$ cat src/rtl/srt_pkg.sv
`timescale 1ns / 1ps
`default_nettype none

package srt_pkg;

  // operation codes on func_i
  typedef enum logic [2:0] {
    F_CLEAR   = 3'd0,
    F_APPEND  = 3'd1,
    F_SORT    = 3'd2,
    F_LSEARCH = 3'd3,
    F_BSEARCH = 3'd4,
    F_DELETE  = 3'd5
  } func_e;

  typedef enum logic [1:0] {
    ST_OK   = 2'd0,
    ST_MISS = 2'd1,
    ST_FULL = 2'd2
  } status_e;

  typedef enum logic [1:0] {
    S_IDLE,
    S_SORT,
    S_LSCAN,
    S_BSRCH
  } state_e;

  // what every cell does in the current cycle
  typedef enum logic [2:0] {
    C_HOLD,
    C_WRITE,
    C_SORT,
    C_CMP,
    C_SHIFT
  } cell_op_e;

  typedef struct packed {
    logic [31:0] key;
    logic [31:0] phone;
    logic [7:0]  name;
  } rec_t;

  typedef struct packed {
    cell_op_e op;
    logic     parity;
    rec_t     rec;
  } cell_cmd_t;

endpackage

`default_nettype wire

$ cat src/rtl/srt_cell.sv
`timescale 1ns / 1ps
`default_nettype none

module srt_cell #(
  parameter int DEPTH = 16,
  parameter int IDX   = 0
) (
  input  wire logic                       clk_i,
  input  wire srt_pkg::cell_cmd_t         cmd_i,
  input  wire logic [$clog2(DEPTH+1)-1:0] count_i,
  input  wire logic [$clog2(DEPTH)-1:0]   pos_i,
  input  wire srt_pkg::rec_t              left_rec_i,
  input  wire logic                       left_swap_i,
  input  wire srt_pkg::rec_t              right_rec_i,
  output srt_pkg::rec_t                   rec_o,
  output logic                            swap_o,
  output logic                            eq_o,
  output logic                            lt_o
);
  import srt_pkg::*;

  localparam int CW = $clog2(DEPTH + 1);
  localparam int IW = $clog2(DEPTH);
  localparam logic PAR = logic'(IDX % 2);

  rec_t rec_q, rec_d;
  logic eq_q, lt_q;
  logic pair_live;

  // this cell and its right neighbor both hold live entries
  assign pair_live = (CW'(IDX + 1) < count_i);

  // odd-even transposition: strict compare keeps equal keys in order
  assign swap_o = (cmd_i.op == C_SORT) && (cmd_i.parity == PAR) && pair_live &&
                  ($signed(rec_q.key) > $signed(right_rec_i.key));

  always_comb begin
    rec_d = rec_q;
    case (cmd_i.op)
      C_WRITE: begin
        if (CW'(IDX) == count_i) rec_d = cmd_i.rec;
      end
      C_SORT: begin
        if (swap_o) rec_d = right_rec_i;
        else if (left_swap_i) rec_d = left_rec_i;
      end
      C_SHIFT: begin
        if ((IW'(IDX) >= pos_i) && pair_live) rec_d = right_rec_i;
      end
      default: rec_d = rec_q;
    endcase
  end

  always_ff @(posedge clk_i) begin
    rec_q <= rec_d;
    if (cmd_i.op == C_CMP) begin
      eq_q <= (rec_q.key == cmd_i.rec.key);
      lt_q <= ($signed(rec_q.key) < $signed(cmd_i.rec.key));
    end
  end

  assign rec_o = rec_q;
  assign eq_o  = eq_q;
  assign lt_o  = lt_q;

endmodule

`default_nettype wire

$ cat src/rtl/sorted_record_table_unit.sv
`timescale 1ns / 1ps
`default_nettype none

// sorted record table: DEPTH records (key, phone, name byte) held in a row of
// cells, entries 0 .. count-1 live. a command is taken when start is high and
// busy is low; its single result shows on the result ports for exactly one
// cycle, marked by done_o, and the receiver cannot stall it, so it must take
// every transfer in that cycle. clear, append and the unused codes keep busy
// low and strobe done_o in the next cycle. sort runs odd-even transposition
// passes across neighboring cells with busy high, then strobes its result.
// linear search and delete latch a parallel key compare in all cells at the
// accepting edge and then scan the match flags one entry a cycle with busy
// high, result in the cycle after the scan ends; delete shifts the later
// entries down in the cycle the match is found. binary search walks the same
// compare flags, one probe a cycle with busy high, result in the cycle after
// the search ends. a new command may be accepted in the cycle its predecessor's
// result is strobed. keys compare as signed.
// no clearing pass after reset: table entries are undefined until written.

module sorted_record_table_unit #(
  parameter int DEPTH = 16
) (
  input  wire logic        clk_i,
  input  wire logic        rst_ni,
  input  wire logic        start,
  output logic             busy,
  input  wire logic [2:0]  func_i,
  input  wire logic [31:0] key_i,
  input  wire logic [31:0] phone_i,
  input  wire logic [7:0]  name_byte_i,
  output logic             done_o,
  output logic [1:0]       status_o,
  output logic             found_o,
  output logic [3:0]       position_o,
  output logic [4:0]       entry_total_o
);
  import srt_pkg::*;

  localparam int CW = $clog2(DEPTH + 1);
  localparam int IW = $clog2(DEPTH);
  localparam logic signed [CW:0] ONE_S = (CW+1)'(1);

  state_e         state_q, state_d;
  func_e          func_q, func_d;
  logic [CW-1:0]  count_q, count_d;
  logic [CW-1:0]  ctr_q, ctr_d;
  logic signed [CW:0] lo_q, lo_d, hi_q, hi_d;
  logic signed [CW:0] mid;
  logic [IW-1:0]  mid_idx;
  logic           done_q, done_d;
  status_e        status_q, status_d;
  logic           found_q, found_d;
  logic [IW-1:0]  pos_q, pos_d;
  cell_cmd_t      cmd;
  logic [IW-1:0]  del_pos;

  rec_t           rec_w [DEPTH];
  logic [DEPTH-1:0] swap_w, eq_w, lt_w;

  // row of cells, each handing its record to both neighbors
  for (genvar g = 0; g < DEPTH; g++) begin : g_cell
    rec_t left_rec, right_rec;
    logic left_swap;
    if (g == 0) begin : g_first
      assign left_rec  = '0;
      assign left_swap = 1'b0;
    end else begin : g_mid
      assign left_rec  = rec_w[g-1];
      assign left_swap = swap_w[g-1];
    end
    if (g == DEPTH - 1) begin : g_last
      assign right_rec = '0;
    end else begin : g_inner
      assign right_rec = rec_w[g+1];
    end

    srt_cell #(
      .DEPTH(DEPTH),
      .IDX  (g)
    ) u_cell (
      .clk_i      (clk_i),
      .cmd_i      (cmd),
      .count_i    (count_q),
      .pos_i      (del_pos),
      .left_rec_i (left_rec),
      .left_swap_i(left_swap),
      .right_rec_i(right_rec),
      .rec_o      (rec_w[g]),
      .swap_o     (swap_w[g]),
      .eq_o       (eq_w[g]),
      .lt_o       (lt_w[g])
    );
  end

  // binary search probe, used only while lo <= hi, where the difference is not negative
  assign mid     = lo_q + ((hi_q - lo_q) >>> 1);
  assign mid_idx = mid[IW-1:0];

  always_ff @(posedge clk_i or negedge rst_ni) begin
    if (!rst_ni) begin
      state_q <= S_IDLE;
      count_q <= '0;
      done_q  <= 1'b0;
    end else begin
      state_q <= state_d;
      count_q <= count_d;
      done_q  <= done_d;
    end
  end

  always_ff @(posedge clk_i) begin
    func_q   <= func_d;
    ctr_q    <= ctr_d;
    lo_q     <= lo_d;
    hi_q     <= hi_d;
    status_q <= status_d;
    found_q  <= found_d;
    pos_q    <= pos_d;
  end

  always_comb begin
    state_d    = state_q;
    func_d     = func_q;
    count_d    = count_q;
    ctr_d      = ctr_q;
    lo_d       = lo_q;
    hi_d       = hi_q;
    done_d     = 1'b0;
    status_d   = status_q;
    found_d    = found_q;
    pos_d      = pos_q;
    cmd.op     = C_HOLD;
    cmd.parity = ctr_q[0];
    cmd.rec    = '{key: key_i, phone: phone_i, name: name_byte_i};
    del_pos    = ctr_q[IW-1:0];

    case (state_q)
      S_IDLE: begin
        if (start) begin
          func_d   = func_e'(func_i);
          status_d = ST_OK;
          found_d  = 1'b0;
          pos_d    = '0;
          case (func_e'(func_i))
            F_CLEAR: begin
              count_d = '0;
              done_d  = 1'b1;
            end
            F_APPEND: begin
              done_d = 1'b1;
              if (count_q == CW'(DEPTH)) begin
                status_d = ST_FULL;
              end else begin
                cmd.op  = C_WRITE;
                pos_d   = count_q[IW-1:0];
                count_d = count_q + CW'(1);
              end
            end
            F_SORT: begin
              ctr_d   = '0;
              state_d = S_SORT;
            end
            F_LSEARCH, F_DELETE: begin
              cmd.op  = C_CMP;
              ctr_d   = '0;
              state_d = S_LSCAN;
            end
            F_BSEARCH: begin
              cmd.op  = C_CMP;
              lo_d    = '0;
              hi_d    = $signed({1'b0, count_q}) - ONE_S;
              state_d = S_BSRCH;
            end
            default: done_d = 1'b1;
          endcase
        end
      end

      S_SORT: begin
        cmd.op = C_SORT;
        if (ctr_q == CW'(DEPTH - 1)) begin
          done_d  = 1'b1;
          state_d = S_IDLE;
        end else begin
          ctr_d = ctr_q + CW'(1);
        end
      end

      S_LSCAN: begin
        if (ctr_q >= count_q) begin
          status_d = ST_MISS;
          done_d   = 1'b1;
          state_d  = S_IDLE;
        end else if (eq_w[ctr_q[IW-1:0]]) begin
          found_d = 1'b1;
          pos_d   = ctr_q[IW-1:0];
          done_d  = 1'b1;
          state_d = S_IDLE;
          if (func_q == F_DELETE) begin
            // later entries move down one place in this cycle
            cmd.op  = C_SHIFT;
            count_d = count_q - CW'(1);
          end
        end else begin
          ctr_d = ctr_q + CW'(1);
        end
      end

      S_BSRCH: begin
        if (lo_q > hi_q) begin
          status_d = ST_MISS;
          done_d   = 1'b1;
          state_d  = S_IDLE;
        end else if (eq_w[mid_idx]) begin
          found_d = 1'b1;
          pos_d   = mid_idx;
          done_d  = 1'b1;
          state_d = S_IDLE;
        end else if (lt_w[mid_idx]) begin
          lo_d = mid + ONE_S;
        end else begin
          hi_d = mid - ONE_S;
        end
      end

      default: state_d = S_IDLE;
    endcase
  end

  assign busy          = (state_q != S_IDLE);
  assign done_o        = done_q;
  assign status_o      = status_q;
  assign found_o       = found_q;
  assign position_o    = 4'(pos_q);
  assign entry_total_o = 5'(count_q);

  // the count never runs past the table size
  a_count_range: assert property (@(posedge clk_i) disable iff (!rst_ni)
    count_q <= CW'(DEPTH))
    else $error("live count above table depth");

  // every result transfer leaves the block ready for the next command
  a_done_idle: assert property (@(posedge clk_i) disable iff (!rst_ni)
    done_q |-> (state_q == S_IDLE))
    else $error("result strobed while still busy");

  // a clear empties the table with a result in the next cycle
  a_clear: assert property (@(posedge clk_i) disable iff (!rst_ni)
    (start && !busy && (func_i == F_CLEAR)) |=> (done_q && (count_q == '0)))
    else $error("clear did not empty the table");

  // a match always reports ok
  a_found_ok: assert property (@(posedge clk_i) disable iff (!rst_ni)
    (done_q && found_q) |-> (status_q == ST_OK))
    else $error("found flag with error status");

  // sorting never changes how many entries are live
  a_sort_count: assert property (@(posedge clk_i) disable iff (!rst_ni)
    (state_q == S_SORT) |=> $stable(count_q))
    else $error("count changed during sort");

endmodule

`default_nettype wire

$ cat config.mk
export PLATFORM = sky130hd
export DESIGN_NAME = sorted_record_table_unit
export DESIGN_NICKNAME = d
export VERILOG_FILES = /design/src/rtl/srt_pkg.sv /design/src/rtl/srt_cell.sv /design/src/rtl/sorted_record_table_unit.sv
export SDC_FILE = /design/constraint.sdc
export NUM_CORES = 2
export LEC_CHECK = 0
export BUFFER_PORTS_ARGS = -buffer_cell sky130_fd_sc_hd__buf_2
export CAP_MARGIN = 20
export CORE_AREA = 4 4 337 339
export CTS_CLUSTER_DIAMETER = 120
export CTS_CLUSTER_SIZE = 10
export DETAILED_ROUTE_END_ITERATION = 16
export DIE_AREA = 0 0 341 343
export GPL_TIMING_DRIVEN = 0
export PLACE_DENSITY = 0.67
export REMOVE_ABC_BUFFERS = 1
export SKIP_LAST_GASP = 1
export SLEW_MARGIN = 20
export SYNTH_ARGS = -nofsm -noshare
export SYNTH_HDL_FRONTEND = slang
export SYNTH_SLANG_ARGS = --single-unit
$ cat constraint.sdc
create_clock -name clk_i -period 10.19 [get_ports clk_i]
set_clock_uncertainty 0.15 [all_clocks]
set_input_delay 1.019 -clock clk_i [delete_from_list [all_inputs] [get_ports clk_i]]
set_output_delay 1.019 -clock clk_i [all_outputs]
set_load 0.05 [all_outputs]
==> flow_summary.html <==
<table>
<tr><th>Metric</th><th>Value</th></tr>
<tr><th colspan="2">Global routing</th></tr>
<tr><td>Congestion Overflow GR</td><td>0</td></tr>
<tr><td>Vias in the first global route</td><td>39279</td></tr>
<tr><td>Largest net degree at the start of global routing</td><td>39</td></tr>
<tr><td>Wire length of the first global-routing pass</td><td>between 200000 and 250000 microns</td></tr>
<tr><td>Number of antenna violations at the first check in global routing</td><td>3</td></tr>
<tr><td>Global router's overall resource usage</td><td>0.264</td></tr>
<tr><th colspan="2">Timing</th></tr>
<tr><td>Slew at the pin with the worst max-slew slack</td><td>1.14 ns</td></tr>
<tr><td>Remaining max-slew budget at the tightest pin</td><td>0.237</td></tr>
<tr><td>Upper clock frequency limit</td><td>about 0.14 GHz</td></tr>
<tr><td>Setup repair after global routing missed its margin</td><td>no</td></tr>
<tr><td>Final setup violation count</td><td>0</td></tr>
<tr><td>Final Cycle Share</td><td>0.678</td></tr>
<tr><td>Tmin final</td><td>a little under 7 ns</td></tr>
<tr><td>Setup total negative slack</td><td>0 ns</td></tr>
<tr><td>Final-report hold violation count</td><td>0</td></tr>
<tr><td>Final Max Tran Viols</td><td>0</td></tr>
<tr><th colspan="2">Setup path</th></tr>
<tr><td>Dominant delay contributor by cell family on the critical path</td><td>buffers and inverters</td></tr>
<tr><td>Data arrival time of the critical path</td><td>a little over 7 ns</td></tr>
<tr><td>Critical path start-end classification</td><td>reg -&gt; reg</td></tr>
<tr><td>Crit path buffers/inverters</td><td>9</td></tr>
<tr><td>Critical-path cell list</td><td>inv_1 -&gt; ha_1 -&gt; nand2b_1 -&gt; a31oi_1 -&gt; o21ai_1 -&gt; or2_2 -&gt; nor2_2 -&gt; nor2_1 -&gt; a222oi_1 -&gt; buf_2 -&gt; buf_2 -&gt; buf_2 -&gt; buf_2 -&gt; buf_2 -&gt; buf_2 -&gt; buf_2 -&gt; clkdlybuf4s18_2</td></tr>
<tr><td>Crit-path max cell delay</td><td>0.89 ns</td></tr>
<tr><td>Startpoint types</td><td>register</td></tr>
<tr><td>Critical path endpoint category</td><td>register</td></tr>
<tr><td>Most numerous cell on the critical path</td><td>sky130_fd_sc_hd__buf_2</td></tr>
<tr><td>Worst Path Required</td><td>roughly 10 ns</td></tr>
<tr><td>Highest-delay cell along the critical path</td><td>sky130_fd_sc_hd__edfxtp_1</td></tr>
<tr><td>Worst-path fanout max</td><td>12</td></tr>
<tr><th colspan="2">Logic synthesis</th></tr>
<tr><td>Count of mapped cells out of synthesis</td><td>~4700</td></tr>
<tr><td>Number of synthesized flops with an enable pin</td><td>roughly 570</td></tr>
<tr><td>Post-synthesis cell type count</td><td>between 70 and 80</td></tr>
<tr><td>Share of the synthesized area in the top cell type</td><td>0.347</td></tr>
<tr><td>Sequential share of the synthesized area</td><td>0.351</td></tr>
<tr><td>Number of warnings issued by yosys</td><td>0</td></tr>
<tr><td>Library cell occupying the most area in the post-synthesis netlist</td><td>sky130_fd_sc_hd__edfxtp_1</td></tr>
<tr><td>Most frequently used cell type in the post-synthesis netlist</td><td>sky130_fd_sc_hd__ha_1</td></tr>
<tr><td>Seq cells post-synth</td><td>~580</td></tr>
<tr><td>Main area contributors after synthesis</td><td>sky130_fd_sc_hd__edfxtp_1 (35%), sky130_fd_sc_hd__ha_1 (26%), sky130_fd_sc_hd__a221o_1 (9.3%), sky130_fd_sc_hd__inv_1 (4.3%), sky130_fd_sc_hd__a21o_1 (4.0%)</td></tr>
<tr><td>Top_reg_cell synth</td><td>sky130_fd_sc_hd__edfxtp_1</td></tr>
<tr><td>Avg Inst Size Synth</td><td>about 10 sq um</td></tr>
<tr><td>Ranking of synthesized cells by instance count</td><td>sky130_fd_sc_hd__ha_1 (1024), sky130_fd_sc_hd__edfxtp_1 (571), sky130_fd_sc_hd__inv_1 (566)</td></tr>
<tr><td>Post-synthesis instance area</td><td>49400 sq um</td></tr>
<tr><td>Proportion of synthesized flip-flops having asynchronous set or reset</td><td>0.0138</td></tr>
<tr><th colspan="2">Flow run</th></tr>
<tr><td>Max-cap check violation count</td><td>0</td></tr>
<tr><th colspan="2">Cells and area</th></tr>
<tr><td>Share of layout cells above drive strength 1</td><td>0.0700</td></tr>
<tr><td>FF+latch area</td><td>around 17000 sq um</td></tr>
<tr><td>Diodes inserted</td><td>0</td></tr>
<tr><td>NumNets Final</td><td>5886</td></tr>
<tr><td>Area Overhead vs Synth</td><td>9.61%</td></tr>
<tr><td>Combined area of the multi-input logic cells</td><td>roughly 30000 sq um</td></tr>
<tr><td>Count of filler cells inserted in the layout</td><td>9903</td></tr>
<tr><td>Post-route core utilization</td><td>0.491</td></tr>
<tr><td>Area of all placed cells without fillers</td><td>around 54000 sq um</td></tr>
<tr><th colspan="2">Drt</th></tr>
<tr><td>First-pass DRT Iterations</td><td>6</td></tr>
<tr><td>Wire length per cell after detailed routing</td><td>between 20 and 30 microns</td></tr>
<tr><td>Number of DRC violations after detailed routing</td><td>0</td></tr>
<tr><td>Vias per std cell</td><td>roughly 6.6</td></tr>
<tr><td>ANT nets after route</td><td>0</td></tr>
<tr><td>Detailed Route Iter0 Violations</td><td>between 4000 and 5000</td></tr>
<tr><td>Sum of met3 wire segment lengths after detailed routing</td><td>around 13000 microns</td></tr>
<tr><td>Uppermost signal routing layer after detailed routing</td><td>met5</td></tr>
<tr><td>Met1 wire length</td><td>68400 microns</td></tr>
<tr><td>Post-Route WL</td><td>between 150000 and 200000 microns</td></tr>
<tr><td>Routed via count</td><td>approximately 41000</td></tr>
<tr><td>Met2 Routed Length</td><td>71100 microns</td></tr>
<tr><th colspan="2">Clock tree</th></tr>
<tr><td>CTS H-Tree Depth</td><td>3</td></tr>
<tr><td>Clock Tree Buf Depth</td><td>3</td></tr>
<tr><td>Clock buffer count from CTS</td><td>67</td></tr>
<tr><td>CTS Hold Buffers Added</td><td>0</td></tr>
<tr><td>Clock sink count</td><td>579</td></tr>
<tr><td>Clock edge transition at the registers on the reported setup and hold paths</td><td>about 0.060 ns</td></tr>
<tr><td>Number of gates resized after cts</td><td>0</td></tr>
<tr><td>TritonCTS clock tree</td><td>yes</td></tr>
<tr><td>Clk_lat worst skew</td><td>~0.64 ns</td></tr>
<tr><td>Number of buffers inserted by post-CTS setup repair</td><td>0</td></tr>
<tr><td>Clk root buf</td><td>sky130_fd_sc_hd__clkbuf_16</td></tr>
<tr><th colspan="2">Placed design</th></tr>
<tr><td>Total of buffers placed on input and output ports</td><td>51</td></tr>
<tr><td>Last weighted congestion value of the routability-driven placer</td><td>0.945</td></tr>
<tr><td>Detailed placement HPWL</td><td>roughly 120000 microns</td></tr>
<tr><td>Placed instance area</td><td>approximately 52000 sq um</td></tr>
<tr><th colspan="2">Floorplan</th></tr>
<tr><td>Number of rows in the core area</td><td>122</td></tr>
<tr><td>Chip Height</td><td>roughly 340 microns</td></tr>
<tr><td>Starting density of the core</td><td>0.448</td></tr>
<tr><td>Die width</td><td>341 microns</td></tr>
<tr><td>Placeable Area</td><td>roughly 110000 sq um</td></tr>
<tr><td>Top Ports</td><td>92</td></tr>
<tr><td>Die Footprint</td><td>117000 sq um</td></tr>
<tr><th colspan="2">Worst hold path</th></tr>
<tr><td>Type of the most critical hold path</td><td>in -&gt; async</td></tr>
<tr><th colspan="2">Status</th></tr>
<tr><td>Run status</td><td>completed</td></tr>
<tr><th colspan="2">Pwr</th></tr>
<tr><td>PD cells</td><td>~340 nW/um^2</td></tr>
<tr><td>Static leakage</td><td>between 20 and 25 nW</td></tr>
<tr><td>Maximum VDD drop</td><td>~130 uV</td></tr>
</table>
==> layout make-up <==
class,instances,area share
tap,1488,0.0344
multi-input combinational,3426,0.549
clock inverter,5,0.00102
inverter,568,0.0393
sequential,579,0.320
timing repair buffer,140,0.0237
clock buffer,83,0.0328
==> state kept, by name, indices dropped and copies added (netlist names) <==
name	count
position_o	4
lo_q	6
func_q	3
status_o	2
g_cell.u_cell.eq_o	16
entry_total_o	5
found_o	1
hi_q	6
ctr_q	5
done_o	1
state_q	2
g_cell.u_cell.lt_o	16
g_cell.u_cell.rec_o	512
==> worst paths after layout <==
kind | depth (start not counted) | endpoint | from | slack, ns
max | 17 | g_cell[15].u_cell.rec_o[56]$_DFFE_PP_ | ctr_q[0]$_SDFFCE_PN0P_ | 3.28
min | 1 | entry_total_o[0]$_DFFE_PN0P_ | rst_ni | 0.08
max reg2reg | 17 | g_cell[15].u_cell.rec_o[56]$_DFFE_PP_ | ctr_q[0]$_SDFFCE_PN0P_ | 3.28
min reg2reg | 1 | g_cell[1].u_cell.rec_o[61]$_DFFE_PP_ | g_cell[0].u_cell.rec_o[61]$_DFFE_PP_ | 0.48
max in group asynchronous | 1 | entry_total_o[4]$_DFFE_PN0P_ | rst_ni | 9.62
min in group clk_i | 1 | g_cell[1].u_cell.rec_o[61]$_DFFE_PP_ | g_cell[0].u_cell.rec_o[61]$_DFFE_PP_ | 0.48
==> per-stage QoR <==
stage	hold slack (ns)	cells	setup slack [ns]	power (mW)
5_1_grt	0.0762	6289	3.09	20.0
6_report	0.0778	6289	3.28	18.6
2_1_floorplan	0.401	4573	3.29	12.3
3_5_place_dp	0.462	6200	3.52	16.1
4_1_cts	0.0479	6288	3.48	18.4
3_3_place_gp	0.436	6112	-0.807	15.3
==> where the power goes <==
part,switching [mW],total (mW),internal [mW]
registers,1.86,6.23,4.38
logic,5.88,10.1,4.25
clock network,1.02,2.24,1.22
total,8.76,18.6,9.85
==> routing by layer <==
metal | track usage | up-vias
met5 | 0 | -
met4 | 0.0996 | 4
met3 | 0.0440 | 378
met2 | 0.419 | 1898
met1 | 0.361 | 20202
li1 | - | 18780
==> cells in the final DEF, fill, tap and decap left out, drive strengths merged, types with 23 or more instances in the layout <==
cell type / count
a211oi: 39
nor4: 37
nand4: 202
nor2: 153
o21a: 32
a21oi: 326
edfxtp: 571
o211ai: 32
clkbuf: 83
nor2b: 58
o21ai: 129
buf: 139
and4: 23
nor3: 59
a221oi: 24
a221o: 460
nand3: 90
nand2b: 28
inv: 572
and2: 25
a21o: 261
ha: 1024
nand2: 188
==> cells by family after synthesis <==
family,count (synthesis),share of synthesized area
and+or+nand+nor,910,0.0966
adders and majority gates,1026,0.260
buffers and inverters,731,0.0575
DFF,579,0.351
muxes,31,0.0101
xor gates and xnor gates,23,0.00407
AOI/OAI and AO/OA,1436,0.221
==> worst register-to-register path, stage by stage, from the launching register on <==
cell and delay [ns]:
sky130_fd_sc_hd__edfxtp_1 0.89, sky130_fd_sc_hd__inv_1 0.64, sky130_fd_sc_hd__ha_1 0.46, sky130_fd_sc_hd__nand2b_1 0.13
sky130_fd_sc_hd__a31oi_1 0.15, sky130_fd_sc_hd__o21ai_1 0.23, sky130_fd_sc_hd__or2_2 0.40, sky130_fd_sc_hd__nor2_2 0.79
sky130_fd_sc_hd__nor2_1 0.53, sky130_fd_sc_hd__a222oi_1 0.39, sky130_fd_sc_hd__buf_2 0.26, sky130_fd_sc_hd__buf_2 0.23
sky130_fd_sc_hd__buf_2 0.22, sky130_fd_sc_hd__buf_2 0.20, sky130_fd_sc_hd__buf_2 0.20, sky130_fd_sc_hd__buf_2 0.21
sky130_fd_sc_hd__buf_2 0.21, sky130_fd_sc_hd__clkdlybuf4s18_2 0.29
(Power assumes the default switching activity.)
